$ cat src/design/assert_macros.svh
// Assertion macros shared by the spike detector RTL
`ifndef ASSERT_MACROS_SVH
`define ASSERT_MACROS_SVH

// Check a consequent in the same cycle as its antecedent
`define ASSERT_SAME(label, clk, rst_n, ante, cons, msg) \
    label: assert property (@(posedge clk) disable iff (!rst_n) (ante) |-> (cons)) \
        else $error(msg);

// Check a consequent in the cycle after its antecedent
`define ASSERT_NEXT(label, clk, rst_n, ante, cons, msg) \
    label: assert property (@(posedge clk) disable iff (!rst_n) (ante) |=> (cons)) \
        else $error(msg);

`endif

$ cat src/design/spkd_pkg.sv
// Types, constants and helpers for the spike detector
package spkd_pkg;

    // Input beat
    typedef struct packed {
        logic               mode;
        logic signed [15:0] voltage;
    } spkd_in_t;

    // Result beat
    typedef struct packed {
        logic [31:0] isi_ticks;
        logic        spike_onset;
        logic [31:0] spike_total;
        logic [2:0]  phase;
    } spkd_out_t;

    // Configuration register file
    typedef struct packed {
        logic signed [15:0] threshold;
        logic [15:0]        refractory_ticks;
        logic [15:0]        plateau_ticks;
    } spkd_cfg_t;

    // Input stage status toward the engine
    typedef struct packed {
        logic valid;
        logic advance;
    } spkd_stage_t;

    // Register indexes
    localparam int unsigned CFG_IDX_W = 2;
    localparam logic [CFG_IDX_W-1:0] CFG_THRESHOLD  = 2'd0;
    localparam logic [CFG_IDX_W-1:0] CFG_REFRACTORY = 2'd1;
    localparam logic [CFG_IDX_W-1:0] CFG_PLATEAU    = 2'd2;

    // Register reset values
    localparam logic signed [15:0] THRESHOLD_RST  = -16'sd2000;
    localparam logic [15:0]        REFRACTORY_RST = 16'd50;
    localparam logic [15:0]        PLATEAU_RST    = 16'd0;

    // Reported phase codes
    localparam logic [2:0] PHASE_CODE_ARMED   = 3'd0;
    localparam logic [2:0] PHASE_CODE_ONSET   = 3'd1;
    localparam logic [2:0] PHASE_CODE_CHECK   = 3'd2;
    localparam logic [2:0] PHASE_CODE_SHORT   = 3'd3;
    localparam logic [2:0] PHASE_CODE_PLATEAU = 3'd4;
    localparam logic [2:0] PHASE_CODE_REFRACT = 3'd5;

    localparam logic [31:0] SPIKE_MAX = 32'hFFFF_FFFF;

    // Detector phase, one-hot
    typedef enum logic [5:0] {
        PH_ARMED   = 6'b000001,
        PH_ONSET   = 6'b000010,
        PH_CHECK   = 6'b000100,
        PH_SHORT   = 6'b001000,
        PH_PLATEAU = 6'b010000,
        PH_REFRACT = 6'b100000
    } spkd_phase_t;

    // Map the one-hot phase to its reported code
    function automatic logic [2:0] phase_code(spkd_phase_t p);
        logic [2:0] code;
        case (p)
            PH_ARMED:   code = PHASE_CODE_ARMED;
            PH_ONSET:   code = PHASE_CODE_ONSET;
            PH_CHECK:   code = PHASE_CODE_CHECK;
            PH_SHORT:   code = PHASE_CODE_SHORT;
            PH_PLATEAU: code = PHASE_CODE_PLATEAU;
            PH_REFRACT: code = PHASE_CODE_REFRACT;
            default:    code = PHASE_CODE_ARMED;
        endcase
        return code;
    endfunction

endpackage

$ cat src/design/spkd_in_stage.sv
// Input register stage of the spike detector
module spkd_in_stage
(
    input  logic              clk,
    input  logic              rst_n,
    input  logic              in_valid,
    output logic              in_stall,
    input  spkd_pkg::spkd_in_t in_data,
    input  logic              down_ready,
    output spkd_pkg::spkd_stage_t ctrl,
    output spkd_pkg::spkd_in_t item
);
    import spkd_pkg::*;

    logic     s1_valid_reg;
    logic     s1_valid_next;
    spkd_in_t s1_data_reg;
    logic     take;

    // Hold the beat while the result side cannot take it
    assign in_stall = s1_valid_reg & ~down_ready;
    assign take     = in_valid & ~in_stall;

    assign s1_valid_next = take | (s1_valid_reg & ~down_ready);

    always_ff @(posedge clk or negedge rst_n)
    begin
        if (!rst_n)
        begin
            s1_valid_reg <= 1'b0;
        end
        else
        begin
            s1_valid_reg <= s1_valid_next;
        end
    end

    // Capture the accepted beat
    always_ff @(posedge clk)
    begin
        if (take)
        begin
            s1_data_reg <= in_data;
        end
    end

    assign ctrl.valid   = s1_valid_reg;
    assign ctrl.advance = s1_valid_reg & down_ready;
    assign item         = s1_data_reg;

endmodule

$ cat src/design/spkd_engine.sv
// Detector phase machine, tick and spike counters, interval calculation
module spkd_engine
#(
    parameter int unsigned TIME_WIDTH = 32
)
(
    input  logic                  clk,
    input  logic                  rst_n,
    input  spkd_pkg::spkd_cfg_t   cfg,
    input  spkd_pkg::spkd_stage_t ctrl,
    input  spkd_pkg::spkd_in_t    item,
    output spkd_pkg::spkd_out_t   result
);
    import spkd_pkg::*;

    spkd_phase_t           phase_reg;
    spkd_phase_t           phase_next;
    spkd_phase_t           phase_step;
    logic [TIME_WIDTH-1:0] tick_reg;
    logic [TIME_WIDTH-1:0] tick_next;
    logic [TIME_WIDTH-1:0] last_spike_reg;
    logic [TIME_WIDTH-1:0] last_spike_next;
    logic [TIME_WIDTH-1:0] interval_reg;
    logic [TIME_WIDTH-1:0] interval_next;
    logic [31:0]           spikes_reg;
    logic [31:0]           spikes_next;
    logic [TIME_WIDTH-1:0] elapsed;
    logic                  above;
    logic                  below;
    logic                  past_plateau;
    logic                  past_refract;
    logic                  onset;

    // Compare the sample and the time since the last spike
    assign above        = item.voltage > cfg.threshold;
    assign below        = item.voltage < cfg.threshold;
    assign elapsed      = tick_reg - last_spike_reg;
    assign past_plateau = elapsed > TIME_WIDTH'(cfg.plateau_ticks);
    assign past_refract = elapsed > TIME_WIDTH'(cfg.refractory_ticks);

    // Advance the phase for a voltage sample
    always_comb
    begin
        phase_step = phase_reg;
        case (phase_reg)
            PH_ARMED:
            begin
                if (above)
                begin
                    phase_step = PH_ONSET;
                end
            end
            PH_ONSET:
            begin
                phase_step = PH_CHECK;
            end
            PH_CHECK:
            begin
                if (above && past_plateau)
                begin
                    phase_step = PH_PLATEAU;
                end
                else if (below)
                begin
                    phase_step = PH_SHORT;
                end
            end
            PH_SHORT:
            begin
                phase_step = PH_REFRACT;
            end
            PH_PLATEAU:
            begin
                if (below)
                begin
                    phase_step = PH_REFRACT;
                end
            end
            PH_REFRACT:
            begin
                if (past_refract)
                begin
                    phase_step = PH_ARMED;
                end
            end
            default:
            begin
                phase_step = PH_ARMED;
            end
        endcase
    end

    // Only an armed-to-onset move starts a spike
    assign onset = ~item.mode & (phase_step == PH_ONSET) & (phase_reg == PH_ARMED);

    // Build next state: clear drops everything, a sample advances the tick
    always_comb
    begin
        phase_next      = phase_reg;
        tick_next       = tick_reg;
        last_spike_next = last_spike_reg;
        interval_next   = interval_reg;
        spikes_next     = spikes_reg;
        if (item.mode)
        begin
            phase_next      = PH_ARMED;
            tick_next       = '0;
            last_spike_next = '0;
            interval_next   = '0;
            spikes_next     = '0;
        end
        else
        begin
            phase_next = phase_step;
            tick_next  = tick_reg + TIME_WIDTH'(1);
            if (onset)
            begin
                interval_next   = elapsed;
                last_spike_next = tick_reg;
                if (spikes_reg != SPIKE_MAX)
                begin
                    spikes_next = spikes_reg + 32'd1;
                end
            end
        end
    end

    always_ff @(posedge clk or negedge rst_n)
    begin
        if (!rst_n)
        begin
            phase_reg      <= PH_ARMED;
            tick_reg       <= '0;
            last_spike_reg <= '0;
            interval_reg   <= '0;
            spikes_reg     <= '0;
        end
        else if (ctrl.advance)
        begin
            phase_reg      <= phase_next;
            tick_reg       <= tick_next;
            last_spike_reg <= last_spike_next;
            interval_reg   <= interval_next;
            spikes_reg     <= spikes_next;
        end
    end

    // Result of this beat
    assign result.isi_ticks   = 32'(interval_next);
    assign result.spike_onset = onset;
    assign result.spike_total = spikes_next;
    assign result.phase       = phase_code(phase_next);

endmodule

$ cat src/design/spike_detector_isi.sv
// Top level of the threshold spike detector with refractory phase
//
//  channel | direction | handshake           | payload
//  --------+-----------+---------------------+-----------------------------
//  in      | in        | in_valid / in_stall | spkd_in_t (mode, voltage)
//  out     | out       | out_valid/out_stall | spkd_out_t (isi, onset, ...)
//  cfg     | in        | cfg_valid/cfg_ready | cfg_index, cfg_data
//
//  One sample per cycle unless the output stalls; a taken beat is held in the
//  input register, then its result in the result register. The pace is set by
//  the combinational phase update and tick subtraction between the two.
//  Reset clears phase, counters and result valid and loads register defaults.
//  A stalled output holds its beat; the input stage holds one more beat.
module spike_detector_isi
#(
    parameter int unsigned TIME_WIDTH = 32
)
(
    input  logic                           clk,
    input  logic                           rst_n,
    input  logic                           in_valid,
    output logic                           in_stall,
    input  spkd_pkg::spkd_in_t             in_data,
    output logic                           out_valid,
    input  logic                           out_stall,
    output spkd_pkg::spkd_out_t            out_data,
    input  logic                           cfg_valid,
    output logic                           cfg_ready,
    input  logic [spkd_pkg::CFG_IDX_W-1:0] cfg_index,
    input  logic [15:0]                    cfg_data
);
    import spkd_pkg::*;

`include "assert_macros.svh"

    spkd_cfg_t   cfg_reg;
    spkd_cfg_t   cfg_next;
    spkd_stage_t ctrl;
    spkd_in_t    item;
    spkd_out_t   result;
    spkd_out_t   out_data_reg;
    logic        out_valid_reg;
    logic        out_valid_next;
    logic        down_ready;

    // Register writes
    assign cfg_ready = 1'b1;

    always_comb
    begin
        cfg_next = cfg_reg;
        if (cfg_valid && cfg_ready)
        begin
            case (cfg_index)
                CFG_THRESHOLD:  cfg_next.threshold        = cfg_data;
                CFG_REFRACTORY: cfg_next.refractory_ticks = cfg_data;
                CFG_PLATEAU:    cfg_next.plateau_ticks    = cfg_data;
                default:        cfg_next = cfg_reg;
            endcase
        end
    end

    always_ff @(posedge clk or negedge rst_n)
    begin
        if (!rst_n)
        begin
            cfg_reg.threshold        <= THRESHOLD_RST;
            cfg_reg.refractory_ticks <= REFRACTORY_RST;
            cfg_reg.plateau_ticks    <= PLATEAU_RST;
        end
        else
        begin
            cfg_reg <= cfg_next;
        end
    end

    // Result slot frees up when empty or being taken
    assign down_ready = ~out_valid_reg | ~out_stall;

    spkd_in_stage u_in_stage
    (
        .clk        (clk),
        .rst_n      (rst_n),
        .in_valid   (in_valid),
        .in_stall   (in_stall),
        .in_data    (in_data),
        .down_ready (down_ready),
        .ctrl       (ctrl),
        .item       (item)
    );

    spkd_engine #(
        .TIME_WIDTH (TIME_WIDTH)
    ) u_engine
    (
        .clk    (clk),
        .rst_n  (rst_n),
        .cfg    (cfg_reg),
        .ctrl   (ctrl),
        .item   (item),
        .result (result)
    );

    // Result register
    assign out_valid_next = ctrl.advance | (out_valid_reg & out_stall);

    always_ff @(posedge clk or negedge rst_n)
    begin
        if (!rst_n)
        begin
            out_valid_reg <= 1'b0;
        end
        else
        begin
            out_valid_reg <= out_valid_next;
        end
    end

    always_ff @(posedge clk)
    begin
        if (ctrl.advance)
        begin
            out_data_reg <= result;
        end
    end

    assign out_valid = out_valid_reg;
    assign out_data  = out_data_reg;

    // Checks
    `ASSERT_SAME(a_stall_needs_beat, clk, rst_n, in_stall, ctrl.valid,
        "input stalled with an empty input stage")
    `ASSERT_SAME(a_onset_consistent, clk, rst_n, out_valid && out_data.spike_onset,
        out_data.phase == PHASE_CODE_ONSET && out_data.spike_total != 32'd0,
        "spike onset without onset phase or count")
    `ASSERT_NEXT(a_clear_result, clk, rst_n, ctrl.advance && item.mode,
        out_valid && out_data.spike_total == 32'd0 && out_data.isi_ticks == 32'd0
        && out_data.phase == PHASE_CODE_ARMED,
        "clear beat did not give a cleared result")
    `ASSERT_NEXT(a_advance_fills, clk, rst_n, ctrl.advance, out_valid,
        "processed beat did not reach the result register")

endmodule
$ cat config.mk
export PLATFORM = sky130hd
export DESIGN_NAME = spike_detector_isi
export DESIGN_NICKNAME = d
export VERILOG_FILES = /design/src/design/spkd_pkg.sv /design/src/design/spkd_in_stage.sv /design/src/design/spkd_engine.sv /design/src/design/spike_detector_isi.sv
export VERILOG_INCLUDE_DIRS = /design/src /design/src/design
export SDC_FILE = /design/constraint.sdc
export NUM_CORES = 1
export LEC_CHECK = 0
export ABC_AREA = 1
export BUFFER_PORTS_ARGS = -buffer_cell sky130_fd_sc_hd__buf_4
export CAP_MARGIN = 10
export CORE_MARGIN = 3
export CORE_UTILIZATION = 30
export CTS_CLUSTER_DIAMETER = 100
export DETAILED_ROUTE_END_ITERATION = 6
export SLEW_MARGIN = 10
export SYNTH_ARGS = -nofsm -noshare
export SYNTH_HDL_FRONTEND = slang
export SYNTH_SLANG_ARGS = --single-unit
$ cat constraint.sdc
create_clock -name clk -period 3.1 [get_ports clk]
set_input_delay 0.465 -clock clk [delete_from_list [all_inputs] [get_ports clk]]
set_output_delay 0.465 -clock clk [all_outputs]
set_load 0.1 [all_outputs]
==> results.tsv <==
metric	value	unit
status	complete, but fails checks	
violations	negative setup slack	
gp_congestion	0.915	
slowest_delay	390	ps
ys.flop_type	dfrtp_1	
vias	14400	
diodes	0	
clkLatencyLatePin	580	ps
ir_worst_vdd	0.000528	V
cap_violations	0	
synth-simple-area-share	0.279	
slew_viol_final	0	
drive_gt1_frac	0.250	
ys_seq_elements	269	
clk_pin_slew	70	ps
io_buffers	109	
core_area	52700	um2
dp_hpwl	33200	um
cts_sinks	269	
p_per_area	880	nW/um2
syn_area_per_cell	7.66	um2
skew	26.2	ps
grt_usage	0.156	
dr.pass1.iters	5	
synthCells	2090	
start_util	0.304	
largest_register_ffs	68	
period_minus_slack	3130	ps
clk_path_buf_depth	3	
routedWlPerCell	14.9	um
fmax	0.319	GHz
tightest_slew	998	ps
cts_tree	yes	
use_met2	0.274	
synthTopCellsByArea	dfrtp_1 (27%), edfxtp_1 (16%), nand2_1 (16%), inv_1 (7.8%), ha_1 (6.3%)	
yosysWarningCount	0	
crit_fanout	4	
synth_compound_area_frac	0.0854	
grt_pass1_vias	14100	
ios	111	
timing.final.crit_share	1.01	
grt-busiest-layer	met2	
arrival	3430	ps
grt_pass1_wl	72800	um
rsz0062_at_grt	true	
ys_seq_area_frac	0.448	
cts_buffers	28	
yosysMostFrequentCell	nand2_1	
syn_area	16000	um2
crit_chain	inv_2 > ha_4 > nand2_2 > inv_1 > a21oi_2 > nand2_2 > nand2_2 > nand2_4 > xor2_4 > ha_4 > nand2_1 > inv_2 > nand3_4 > nor3_4 > nand2_1 > o2111ai_2 > nand2_1 > nand3_2 > nand2_2 > nand3_1 > nand2_1 > nand2_1 > o21ai_1	
postSynth.asyncResetShare	0.684	
cts_max_level	1	
hold_viol_final	0	
crit_slowest_cell	dfrtp_1	
leakage	10.1	nW
grt_use_met1	0.203	
synthTopCellsByCount	nand2_1 (671), inv_1 (333), dfrtp_1 (173)	
synth_mux_area_frac	0	
hold_ws	63.7	ps
synth_edf_count	85	
grt_util_met3	0.0160	
worstSetupStartpointType	flop	
slew_headroom	0.333	
synth_top_family_by_area	simple AND/OR/NAND/NOR gates	
yosysUniqueCellTypes	50	
hold_class	in2reg	
setup_ws	-34.4	ps
grt-ovfl-total	0	
synth_top_cell_by_area	dfrtp_1	
area.growth.synth_to_final	32.8	%
synth_xor_area_frac	0.0257	
vias_per_cell	4.68	
antenna_found_initial	0	
total_power	18.7	mW
synth_top_area_share	0.270	
critical_path_class	reg2reg	
drt_iter0_drc	960	
routed_wirelength	45700	um
drcViolationCount	0	
rows	84	
cp_common_cell	nand2_1	
synth_fa_ha_area_frac	0.0645	
fp.dieH	237	um
final_antenna_net_count	0	
critical_path_required	3400	ps
synth_fp_nets	2212	
setup_viol	2	
dieArea	56200	um2
die_w	237	um
final_nets	2486	
post-route-util	0.404	
cts-root-buf	clkbuf_16	
grt_max_degree	141	
endpoint_kind	flop	
==> routing by layer <==
| metal | routed length [um] | up-vias | share of wire |
|---|---|---|---|
| met1 | 20200 | 6831 | 0.44 |
| met2 | 22600 | 280 | 0.50 |
| li1 | - | 7216 | - |
| met4 | 1190 | 0 | 0.026 |
| met5 | 0 | - | 0 |
| met3 | 1590 | 67 | 0.035 |
==> layout make-up <==
class / instances / area, um2
inverter: 339 / 1280
fill: 5165 / 31400
multi-input combinational: 1418 / 8370
clock buffer: 32 / 746
sequential: 269 / 7170
clock inverter: 20 / 362
tap: 688 / 861
timing repair buffer: 308 / 2470
==> stage by stage <==
stage	cell area (um2)	TNS, ps	setup WS, ps	std cells
after floorplan	16000	0	129	2090
after CTS	20400	0	3.22	3058
after detailed placement	18800	-9140	-396	2998
after global placement	18800	-6650	-376	2998
final	21300	-43.3	-34.4	3074
after global routing	21300	-2350	-208	3074
==> final timing paths <==
path,startpoint,to,slack [ps],cells past startpoint
hold reg to reg,u_engine.interval_reg[19]$_DFFE_PN0P_,u_engine.interval_reg[19]$_DFFE_PN0P_,480,2
setup reg to reg,u_engine.last_spike_reg[6]$_DFFE_PN0P_,out_data[1]$_DFFE_PP_,-30,23
hold / removal,in_data[15],u_in_stage.item[15]$_DFFE_PP_,60,1
min in group asynchronous,rst_n,cfg_reg[34]$_DFFE_PN0P_,260,2
setup / recovery,u_engine.last_spike_reg[6]$_DFFE_PN0P_,out_data[1]$_DFFE_PP_,-30,23
max in group asynchronous,rst_n,u_engine.last_spike_reg[19]$_DFFE_PN0P_,2080,3
==> worst max-delay path, delay by kind of cell (launching register included) <==
family	cells	cell delay [ps]
flip-flops	1	390
XOR/XNOR	1	170
AND/OR/NAND/NOR	14	1290
buffers and inverters	3	230
AO/OA/AOI/OAI	3	280
adder cells (fa/ha/maj)	2	500
==> report_power, final <==
| part | internal [mW] | switching [mW] | leakage (nW) |
|---|---|---|---|
| sequential | 4.38 | 0.408 | 3.28 |
| clock | 2.49 | 1.52 | 0.535 |
| combinational | 3.90 | 5.99 | 6.31 |
| total | 10.8 | 7.92 | 10.1 |
==> layout by cell type (no fill, tap or decap), drive strengths merged, types with 2 or more instances in the layout <==
master,instances
nand2,674
inv,341
buf,305
dfrtp,173
nor2,161
a21oi,96
o21ai,92
nand3,86
edfxtp,85
ha,81
nand4,53
xor2,45
nor3,42
clkbuf,34
a22o,32
nor4,18
dfstp,11
bufinv,9
clkinv,7
o21a,6
and2,4
a31oi,4
nor3b,4
nand3b,2
and3,2
o211ai,2
o2111ai,2
o31ai,2
clkinvlp,2
xnor2,2
==> cell families (layout without fill, tap and decap cells) <==
kind of cell,Yosys count,count (layout)
and+or+nand+nor,1048,1048
other,1,1
DFF,269,269
xor gates and xnor gates,47,47
buffers and inverters,403,699
adders and majority gates,82,82
AOI/OAI and AO/OA,240,240
==> repair_timing <==
action / in CTS / in global routing
endpoints found under the hold margin: 90 / 0
pin swaps: 26 / 75
gates resized for setup: 67 / 171
endpoints found under the setup margin: 133 / 161
setup buffers: 7 / 13
hold buffers: 1 / 0
cloned: 0 / 3
No activity file was read; power rests on OpenSTA's default activity.
